<file path="src/sv/spk_pkg.sv">
`timescale 1ns / 1ps
`default_nettype none

package spk_pkg;

    // cipher geometry
    localparam int WORD_W     = 64;
    localparam int ROUNDS     = 33;
    localparam int RIDX_W     = $clog2(ROUNDS);
    localparam int CFG_ADDR_W = 5;

    localparam logic [RIDX_W-1:0] RIDX_LAST = RIDX_W'(ROUNDS - 1);
    localparam logic [RIDX_W-1:0] XSTEP_LAST = RIDX_W'(ROUNDS - 2);

    // register indexes on the config port
    localparam logic [1:0] REG_KEY0 = 2'd0;
    localparam logic [1:0] REG_KEY1 = 2'd1;
    localparam logic [1:0] REG_KEY2 = 2'd2;

    // round unit direction
    typedef enum logic
    {
        OP_FWD,
        OP_INV
    } spk_op_t;

    // sequencer states
    typedef enum logic [2:0]
    {
        ST_IDLE,
        ST_EXPAND,
        ST_LOAD,
        ST_RUN,
        ST_FIN
    } spk_state_t;

    // key words and schedule status from the config block
    typedef struct packed
    {
        logic [WORD_W-1:0] k0;
        logic [WORD_W-1:0] l0;
        logic [WORD_W-1:0] l1;
        logic              stale;
    } spk_key_t;

endpackage

`default_nettype wire

</file>
<file path="src/sv/spk_round.sv">
`timescale 1ns / 1ps
`default_nettype none

module spk_round
(
    input  spk_pkg::spk_op_t                 op,
    input  logic [spk_pkg::WORD_W-1:0]       x,
    input  logic [spk_pkg::WORD_W-1:0]       y,
    input  logic [spk_pkg::WORD_W-1:0]       rk,
    output logic [spk_pkg::WORD_W-1:0]       x_out,
    output logic [spk_pkg::WORD_W-1:0]       y_out
);

    import spk_pkg::*;

    logic [WORD_W-1:0] x_ror8;
    logic [WORD_W-1:0] y_rol3;
    logic [WORD_W-1:0] xy_mix;
    logic [WORD_W-1:0] y_inv;
    logic [WORD_W-1:0] add_a;
    logic [WORD_W-1:0] add_b;
    logic              add_cin;
    logic [WORD_W-1:0] sum;

    // fixed rotations
    assign x_ror8 = {x[7:0], x[WORD_W-1:8]};
    assign y_rol3 = {y[WORD_W-4:0], y[WORD_W-1:WORD_W-3]};
    assign xy_mix = y ^ x;
    assign y_inv  = {xy_mix[2:0], xy_mix[WORD_W-1:3]};

    // shared adder, subtracts in the inverse direction
    always_comb
    begin
        case (op)
            OP_FWD:
            begin
                add_a   = x_ror8;
                add_b   = y;
                add_cin = 1'b0;
            end
            default:
            begin
                add_a   = x ^ rk;
                add_b   = ~y_inv;
                add_cin = 1'b1;
            end
        endcase
    end

    assign sum = add_a + add_b + {{(WORD_W-1){1'b0}}, add_cin};

    // round outputs
    always_comb
    begin
        case (op)
            OP_FWD:
            begin
                x_out = sum ^ rk;
                y_out = y_rol3 ^ (sum ^ rk);
            end
            default:
            begin
                x_out = {sum[WORD_W-9:0], sum[WORD_W-1:WORD_W-8]};
                y_out = y_inv;
            end
        endcase
    end

endmodule

`default_nettype wire

</file>
<file path="src/sv/spk_cfg.sv">
`timescale 1ns / 1ps
`default_nettype none

module spk_cfg
(
    input  logic                             clk,
    input  logic                             rst_n,
    input  logic                             psel,
    input  logic                             penable,
    input  logic                             pwrite,
    input  logic [spk_pkg::CFG_ADDR_W-1:0]   paddr,
    input  logic [spk_pkg::WORD_W-1:0]       pwdata,
    output logic [spk_pkg::WORD_W-1:0]       prdata,
    input  logic                             key_clear,
    output spk_pkg::spk_key_t                keys
);

    import spk_pkg::*;

    logic [WORD_W-1:0] k0_reg;
    logic [WORD_W-1:0] l0_reg;
    logic [WORD_W-1:0] l1_reg;
    logic              stale_reg;
    logic [1:0]        reg_idx;
    logic              wr_en;

    assign reg_idx = paddr[4:3];
    assign wr_en   = psel & penable & pwrite;

    // key registers and stale flag
    always_ff @(posedge clk or negedge rst_n)
    begin
        if (!rst_n)
        begin
            k0_reg    <= '0;
            l0_reg    <= '0;
            l1_reg    <= '0;
            stale_reg <= 1'b1;
        end
        else
        begin
            if (key_clear)
            begin
                stale_reg <= 1'b0;
            end
            if (wr_en)
            begin
                unique case (reg_idx)
                    REG_KEY0:
                    begin
                        k0_reg    <= pwdata;
                        stale_reg <= 1'b1;
                    end
                    REG_KEY1:
                    begin
                        l0_reg    <= pwdata;
                        stale_reg <= 1'b1;
                    end
                    REG_KEY2:
                    begin
                        l1_reg    <= pwdata;
                        stale_reg <= 1'b1;
                    end
                    default:
                    begin
                    end
                endcase
            end
        end
    end

    // read mux
    always_comb
    begin
        unique case (reg_idx)
            REG_KEY0: prdata = k0_reg;
            REG_KEY1: prdata = l0_reg;
            REG_KEY2: prdata = l1_reg;
            default:  prdata = '0;
        endcase
    end

    assign keys.k0    = k0_reg;
    assign keys.l0    = l0_reg;
    assign keys.l1    = l1_reg;
    assign keys.stale = stale_reg;

endmodule

`default_nettype wire

</file>
<file path="src/sv/speck_128_192_block_cipher_top.sv">
`timescale 1ns / 1ps
`default_nettype none

// channel   | handshake           | payload
// ----------+---------------------+------------------------------
// block in  | blk_valid/blk_stall | cmd, block_hi, block_lo
// result    | res_valid/res_stall | result_hi, result_lo
// config    | apb psel/penable    | paddr, pwdata, prdata (64b)
//
// an item goes through load, 33 rounds and output on the one round unit
// after reset or a key write the first item adds a key expansion first
// that reuses the same round unit, one round key written per cycle
// the round key table is a 33-entry memory with a registered read port
// blk_stall is high while an item is in flight; a waiting result holds in the
// output register and the engine stays in its final state until it drains

module speck_128_192_block_cipher_top
(
    input  logic                             clk,
    input  logic                             rst_n,
    input  logic                             blk_valid,
    output logic                             blk_stall,
    input  logic                             cmd,
    input  logic [63:0]                      block_hi,
    input  logic [63:0]                      block_lo,
    output logic                             res_valid,
    input  logic                             res_stall,
    output logic [63:0]                      result_hi,
    output logic [63:0]                      result_lo,
    input  logic                             psel,
    input  logic                             penable,
    input  logic                             pwrite,
    input  logic [spk_pkg::CFG_ADDR_W-1:0]   paddr,
    input  logic [63:0]                      pwdata,
    output logic [63:0]                      prdata,
    output logic                             pready
);

    import spk_pkg::*;

    spk_state_t        state_reg;
    spk_state_t        state_next;
    logic [RIDX_W-1:0] cnt_reg;
    spk_op_t           op_reg;
    logic [WORD_W-1:0] x_reg;
    logic [WORD_W-1:0] y_reg;
    logic [WORD_W-1:0] la_reg;
    logic [WORD_W-1:0] lb_reg;
    logic [WORD_W-1:0] kk_reg;
    logic [WORD_W-1:0] rk_reg;
    logic [WORD_W-1:0] res_hi_reg;
    logic [WORD_W-1:0] res_lo_reg;
    logic              res_valid_reg;

    logic [WORD_W-1:0] rk_mem [ROUNDS];

    spk_key_t          keys;
    logic              key_clear;
    logic              accept;
    logic              out_free;
    logic              mem_we;
    logic [RIDX_W-1:0] mem_waddr;
    logic [WORD_W-1:0] mem_wdata;
    logic [RIDX_W-1:0] rd_addr;
    logic [RIDX_W-1:0] nxt_round;

    spk_op_t           u_op;
    logic [WORD_W-1:0] u_x;
    logic [WORD_W-1:0] u_y;
    logic [WORD_W-1:0] u_rk;
    logic [WORD_W-1:0] u_x_out;
    logic [WORD_W-1:0] u_y_out;

    assign accept   = blk_valid & ~blk_stall;
    assign out_free = ~res_valid_reg | ~res_stall;
    assign pready   = 1'b1;

    // config registers
    spk_cfg u_cfg
    (
        .clk       (clk),
        .rst_n     (rst_n),
        .psel      (psel),
        .penable   (penable),
        .pwrite    (pwrite),
        .paddr     (paddr),
        .pwdata    (pwdata),
        .prdata    (prdata),
        .key_clear (key_clear),
        .keys      (keys)
    );

    // shared round unit, key expansion runs it forward with the step index as key
    always_comb
    begin
        if (state_reg == ST_EXPAND)
        begin
            u_op = OP_FWD;
            u_x  = la_reg;
            u_y  = kk_reg;
            u_rk = WORD_W'(cnt_reg);
        end
        else
        begin
            u_op = op_reg;
            u_x  = x_reg;
            u_y  = y_reg;
            u_rk = rk_reg;
        end
    end

    spk_round u_round
    (
        .op    (u_op),
        .x     (u_x),
        .y     (u_y),
        .rk    (u_rk),
        .x_out (u_x_out),
        .y_out (u_y_out)
    );

    // next state
    always_comb
    begin
        state_next = state_reg;
        unique case (state_reg)
            ST_IDLE:
            begin
                if (accept)
                begin
                    state_next = keys.stale ? ST_EXPAND : ST_LOAD;
                end
            end
            ST_EXPAND:
            begin
                if (cnt_reg == XSTEP_LAST)
                begin
                    state_next = ST_LOAD;
                end
            end
            ST_LOAD:
            begin
                state_next = ST_RUN;
            end
            ST_RUN:
            begin
                if (cnt_reg == RIDX_LAST)
                begin
                    state_next = ST_FIN;
                end
            end
            ST_FIN:
            begin
                if (out_free)
                begin
                    state_next = ST_IDLE;
                end
            end
            default:
            begin
                state_next = ST_IDLE;
            end
        endcase
    end

    // next round index to prefetch
    assign nxt_round = (cnt_reg == RIDX_LAST) ? cnt_reg : cnt_reg + 1'b1;

    // sequencer outputs, stall is low in idle so valid alone marks an accept
    always_comb
    begin
        blk_stall = 1'b1;
        key_clear = 1'b0;
        mem_we    = 1'b0;
        mem_waddr = '0;
        mem_wdata = keys.k0;
        rd_addr   = '0;
        unique case (state_reg)
            ST_IDLE:
            begin
                blk_stall = 1'b0;
                if (blk_valid && keys.stale)
                begin
                    key_clear = 1'b1;
                    mem_we    = 1'b1;
                end
            end
            ST_EXPAND:
            begin
                mem_we    = 1'b1;
                mem_waddr = cnt_reg + 1'b1;
                mem_wdata = u_y_out;
            end
            ST_LOAD:
            begin
                rd_addr = (op_reg == OP_FWD) ? '0 : RIDX_LAST;
            end
            ST_RUN:
            begin
                rd_addr = (op_reg == OP_FWD) ? nxt_round : RIDX_LAST - nxt_round;
            end
            ST_FIN:
            begin
            end
            default:
            begin
            end
        endcase
    end

    // round key memory
    always_ff @(posedge clk)
    begin
        if (mem_we)
        begin
            rk_mem[mem_waddr] <= mem_wdata;
        end
        rk_reg <= rk_mem[rd_addr];
    end

    // control registers
    always_ff @(posedge clk or negedge rst_n)
    begin
        if (!rst_n)
        begin
            state_reg     <= ST_IDLE;
            cnt_reg       <= '0;
            res_valid_reg <= 1'b0;
        end
        else
        begin
            state_reg <= state_next;
            case (state_reg)
                ST_EXPAND:
                begin
                    cnt_reg <= (cnt_reg == XSTEP_LAST) ? '0 : cnt_reg + 1'b1;
                end
                ST_RUN:
                begin
                    cnt_reg <= (cnt_reg == RIDX_LAST) ? '0 : cnt_reg + 1'b1;
                end
                default:
                begin
                    cnt_reg <= '0;
                end
            endcase
            if (state_reg == ST_FIN && out_free)
            begin
                res_valid_reg <= 1'b1;
            end
            else if (!res_stall)
            begin
                res_valid_reg <= 1'b0;
            end
        end
    end

    // datapath registers
    always_ff @(posedge clk)
    begin
        if (accept)
        begin
            op_reg <= cmd ? OP_INV : OP_FWD;
            x_reg  <= block_hi;
            y_reg  <= block_lo;
            kk_reg <= keys.k0;
            la_reg <= keys.l0;
            lb_reg <= keys.l1;
        end
        if (state_reg == ST_EXPAND)
        begin
            la_reg <= lb_reg;
            lb_reg <= u_x_out;
            kk_reg <= u_y_out;
        end
        if (state_reg == ST_RUN)
        begin
            x_reg <= u_x_out;
            y_reg <= u_y_out;
        end
        if (state_reg == ST_FIN && out_free)
        begin
            res_hi_reg <= x_reg;
            res_lo_reg <= y_reg;
        end
    end

    assign res_valid = res_valid_reg;
    assign result_hi = res_hi_reg;
    assign result_lo = res_lo_reg;

    // an accepted item always leaves the idle state
    a_accept_leaves_idle: assert property (@(posedge clk) disable iff (!rst_n)
        accept |=> state_reg != ST_IDLE)
        else $error("engine stayed idle after taking an item");

    // stale keys force an expansion before the rounds
    a_stale_expands: assert property (@(posedge clk) disable iff (!rst_n)
        accept && keys.stale |=> state_reg == ST_EXPAND && !keys.stale)
        else $error("stale key schedule not rebuilt");

    // round counter never leaves the table range
    a_cnt_range: assert property (@(posedge clk) disable iff (!rst_n)
        cnt_reg <= RIDX_LAST)
        else $error("round counter out of range");

    // a finished block lands in the output register once it is free
    a_fin_delivers: assert property (@(posedge clk) disable iff (!rst_n)
        state_reg == ST_FIN && out_free |=> res_valid_reg && state_reg == ST_IDLE)
        else $error("finished block not delivered");

    // expansion always ends on the last table entry
    a_expand_len: assert property (@(posedge clk) disable iff (!rst_n)
        state_reg == ST_EXPAND && state_next == ST_LOAD |-> mem_waddr == RIDX_LAST)
        else $error("key expansion ended early");

endmodule

`default_nettype wire

</file>
<file path="config.mk">
export PLATFORM = sky130hd
export DESIGN_NAME = speck_128_192_block_cipher_top
export DESIGN_NICKNAME = d
export VERILOG_FILES = /design/src/sv/spk_pkg.sv /design/src/sv/spk_round.sv /design/src/sv/spk_cfg.sv /design/src/sv/speck_128_192_block_cipher_top.sv
export SDC_FILE = /design/constraint.sdc
export NUM_CORES = 2
export LEC_CHECK = 0
export BUFFER_PORTS_ARGS = -buffer_cell sky130_fd_sc_hd__buf_2
export CELL_PAD_IN_SITES_DETAIL_PLACEMENT = 2
export CELL_PAD_IN_SITES_GLOBAL_PLACEMENT = 2
export CORE_UTILIZATION = 40
export DETAILED_ROUTE_END_ITERATION = 8
export PLACE_DENSITY_LB_ADDON = 0.05
export SYNTH_ARGS = -nofsm -noshare
export SYNTH_HDL_FRONTEND = slang
export SYNTH_SLANG_ARGS = --single-unit
export TNS_END_PERCENT = 1
</file>
<file path="constraint.sdc">
create_clock -name clk -period 12.2 [get_ports clk]
set_input_delay 0.61 -clock clk [delete_from_list [all_inputs] [get_ports clk]]
set_output_delay 0.61 -clock clk [all_outputs]
set_load 0.1 [all_outputs]
</file>
==> impl_results.md <==
- Die X: between 500 and 600 um
- Top sig layer: met5
- Gr usage total: 0.2749
- Clock skew: approximately 52 ps
- Post-place setup slack: around 4400 ps
- Net count, final: around 9300
- Mapped Area: roughly 120000 um^2
- Initial antenna violation count: 63
- Ys Warns: 0
- R2R depth: 16
- Post-synthesis cell type count: just under 90
- RSZ-0062 raised after global routing: no
- Most used DFF post-synth: edfxtp_1
- Worst setup margin: about 4500 ps
- CTS Buffer Depth: 4
- Period minus WS final: 7702 ps
- Via count: approximately 76000
- Syn Area/Cell: roughly 15 um^2
- Metal3 WL: between 20 and 25 mm
- Worst path arrival time: approximately 8200 ps
- IO Port Bufs: ~400
- Largest net degree at the start of global routing: ~140
- Worst setup path end: rk_mem[29][57]
- Post-synth EDFFs: ~2600
- Reg-to-Reg Start: state_reg[0]
- Violated checks: DRC
- Vias/cell: roughly 5.7
- Number of hold violations in the final report: 0
- Hold Crit Class: input port to flop
- Drt pass-1 iters: 9
- Area of the die: 312700 um^2
- Max_slew headroom: 0.08810
- Routed Antenna Nets: 0
- Setup-failing EPs final: 0
- Initial DRC count: 6013
- Post-DP Area: roughly 130000 um^2
- Design area: approximately 140000 um^2
- Root Buffer: clkbuf_16
- Clk slew on worst S/H paths: approximately 60 ps
- Final period utilization: 0.6313
- Worst r2r dst: rk_mem[29][57]
- CP Class: flop to flop
- Ys async rst share: 0.07178
- Layout Utilization: 0.4637
- Crit path from: state_reg[0]
- Post-CTS Resized: 0
- DP Wirelength: about 280 mm
- Register with the most flip-flops: rk_mem
- WL met1: 193.3 mm
- Clk_lat worst skew: approximately 920 ps
- Slew Viols, Final: 0
- Register area share after synthesis: 0.6705
- Number of remaining DRC errors: about 290
- I/O pin count: 400
- Synth Register Bits: 2828
- Sinks on Clock Net: 2828
- Number of global-route vias before repair: roughly 80000
- Routed len/inst: 32.75 um
- GPL Wtd Cong: 0.8878
- Worst Setup Start Kind: flop
- Max Cap Violations: 0
- Most frequent cells in the layout: edfxtp_1, mux2i_1, nand2_1, o21ai_0, buf_2
- Required @ worst endpoint: ~13000 ps
- Cells after synthesis: 8412
- Share of cells above drive strength 1: 0.1515
- Initial core utilization: 0.4021
- Fmax: roughly 130 MHz
- Commonest non-fill, non-tap cell in the layout: edfxtp_1
- Met2 WL: between 200 and 250 mm
- CTS tree: yes
- Synth-to-layout area growth: 15.31%
- FILL cells: roughly 29000
- Outcome: finished with violations
- Site row count: ~200
- Core Footprint: slightly above 300000 um^2
- H-tree depth: 5
- Max FFs per register: 2112
- CTS Buf Count: around 320
- Die height: about 560 um
- Reg-to-reg slack, setup: 4500 ps
- Worst Max-Slew Pin Slew: approximately 1400 ps
- CP Capture Type: flop
- Max FO, Critical Path: between 100 and 150
- Final setup TNS: 0 ps
- Overall routed net length: around 440 mm
- First-pass GRT wire length: 614.7 mm
- Final global-route overflow total: 0
- Syn_nets: approximately 8700
==> cell families after synthesis <==
| family | Yosys count | synth area share |
|---|---|---|
| AND/OR/NAND/NOR | 1341 | 0.04339 |
| AO/OA/AOI/OAI | 987 | 0.04599 |
| XOR/XNOR | 381 | 0.02861 |
| buffers and inverters | 498 | 0.01636 |
| flip-flops | 2828 | 0.6705 |
| multiplexers | 2307 | 0.1880 |
| adder cells (fa/ha/maj) | 69 | 0.007073 |
| other | 1 | 0.00003020 |
==> worst min path at each step <==
stage / from / to / slack [ps] / depth (start not counted)
after floorplan: rst_n / cnt_reg[0] / 310 / 0
after global placement: rk_mem[32][28] / rk_reg[28] / 430 / 2
after detailed placement: rk_mem[32][38] / rk_reg[38] / 440 / 2
after CTS: block_hi[3] / x_reg[3] / 3 / 3
after global routing: pwdata[5] / u_cfg.l0_reg[5] / 30 / 2
final: block_hi[35] / x_reg[35] / 50 / 3
==> worst max-delay path: stages (launching register included) <==
cell and delay [ps]:
dfrtp_1 470, nand2b_1 430, inv_1 270, nand2_4 680, buf_12 550, a21oi_1 170
ha_1 460, nand2_1 170, nor4_1 880, nand3_1 230, a211oi_1 270, a311o_1 480
o31ai_4 120, nand2_1 140, xor2_1 680, xnor2_1 220, o21ai_4 900
==> per-stage QoR <==
| step | instances | hold WS (ps) |
|---|---|---|
| after floorplan | 8412 | 314.4 |
| after global placement | 12675 | 429.9 |
| after detailed placement | 12675 | 439.9 |
| after CTS | 13363 | 3.444 |
| after global routing | 13366 | 26.79 |
| final | 13383 | 54.92 |
==> layout make-up <==
class	count	area (um^2)	share of cell area
clock inverter	151	1348	0.009410
inverter	25	98.84	0.0006903
sequential	2828	83270	0.5815
antenna	20	50.05	0.0003495
tap	4120	5155	0.03600
clock buffer	426	8693	0.06071
timing repair buffer	727	4975	0.03474
multi-input combinational	5086	39610	0.2766
==> repair_timing <==
item	CTS	global route
hold buffers	111	0
setup buffers	0	0
hold endpoints to repair	278	0
==> metal layers <==
metal,track usage,vias up
li1,-,32835
met4,0.07777,6
met3,0.03140,604
met2,0.4643,2109
met5,0,-
met1,0.3741,40622
==> synthesized netlist by cell type, types with 4 or more instances <==
cell / n / share of area
o211ai_1: 16 / 0.00097
dfxtp_1: 64 / 0.010
inv_1: 25 / 0.00076
o21a_1: 11 / 0.00066
o21bai_1: 16 / 0.00097
nor2_1: 288 / 0.0087
and3_1: 16 / 0.00081
ha_1: 67 / 0.0068
dfrtp_1: 202 / 0.041
a31oi_1: 10 / 0.00050
a21o_1: 44 / 0.0027
a22oi_1: 5 / 0.00030
a211oi_1: 16 / 0.00097
a211o_1: 4 / 0.00028
edfxtp_1: 2561 / 0.62
and2_1: 8 / 0.00040
mux2_2: 207 / 0.019
nor3_1: 29 / 0.0012
xor2_1: 132 / 0.0093
buf_2: 115 / 0.0046
nor2b_1: 7 / 0.00035
a22o_1: 4 / 0.00028
o21ai_1: 8 / 0.00032
clkbuf_1: 296 / 0.0089
o31ai_1: 8 / 0.00048
or3_1: 11 / 0.00055
xnor3_1: 13 / 0.0024
nor4_1: 6 / 0.00030
nand4_1: 26 / 0.0013
buf_1: 59 / 0.0018
o22ai_1: 8 / 0.00040
xnor2_1: 232 / 0.016
o21ai_0: 485 / 0.020
mux2i_1: 2100 / 0.17
o221ai_1: 17 / 0.0012
nand2_1: 890 / 0.027
nand3_1: 41 / 0.0017
a221oi_1: 17 / 0.0012
a21boi_0: 9 / 0.00054
a21oi_1: 262 / 0.011
a221o_1: 4 / 0.00032
nor3b_1: 4 / 0.00024
Power is not shown: default switching activity piles up to over one toggle a cycle in this logic, so the estimate is an artifact.
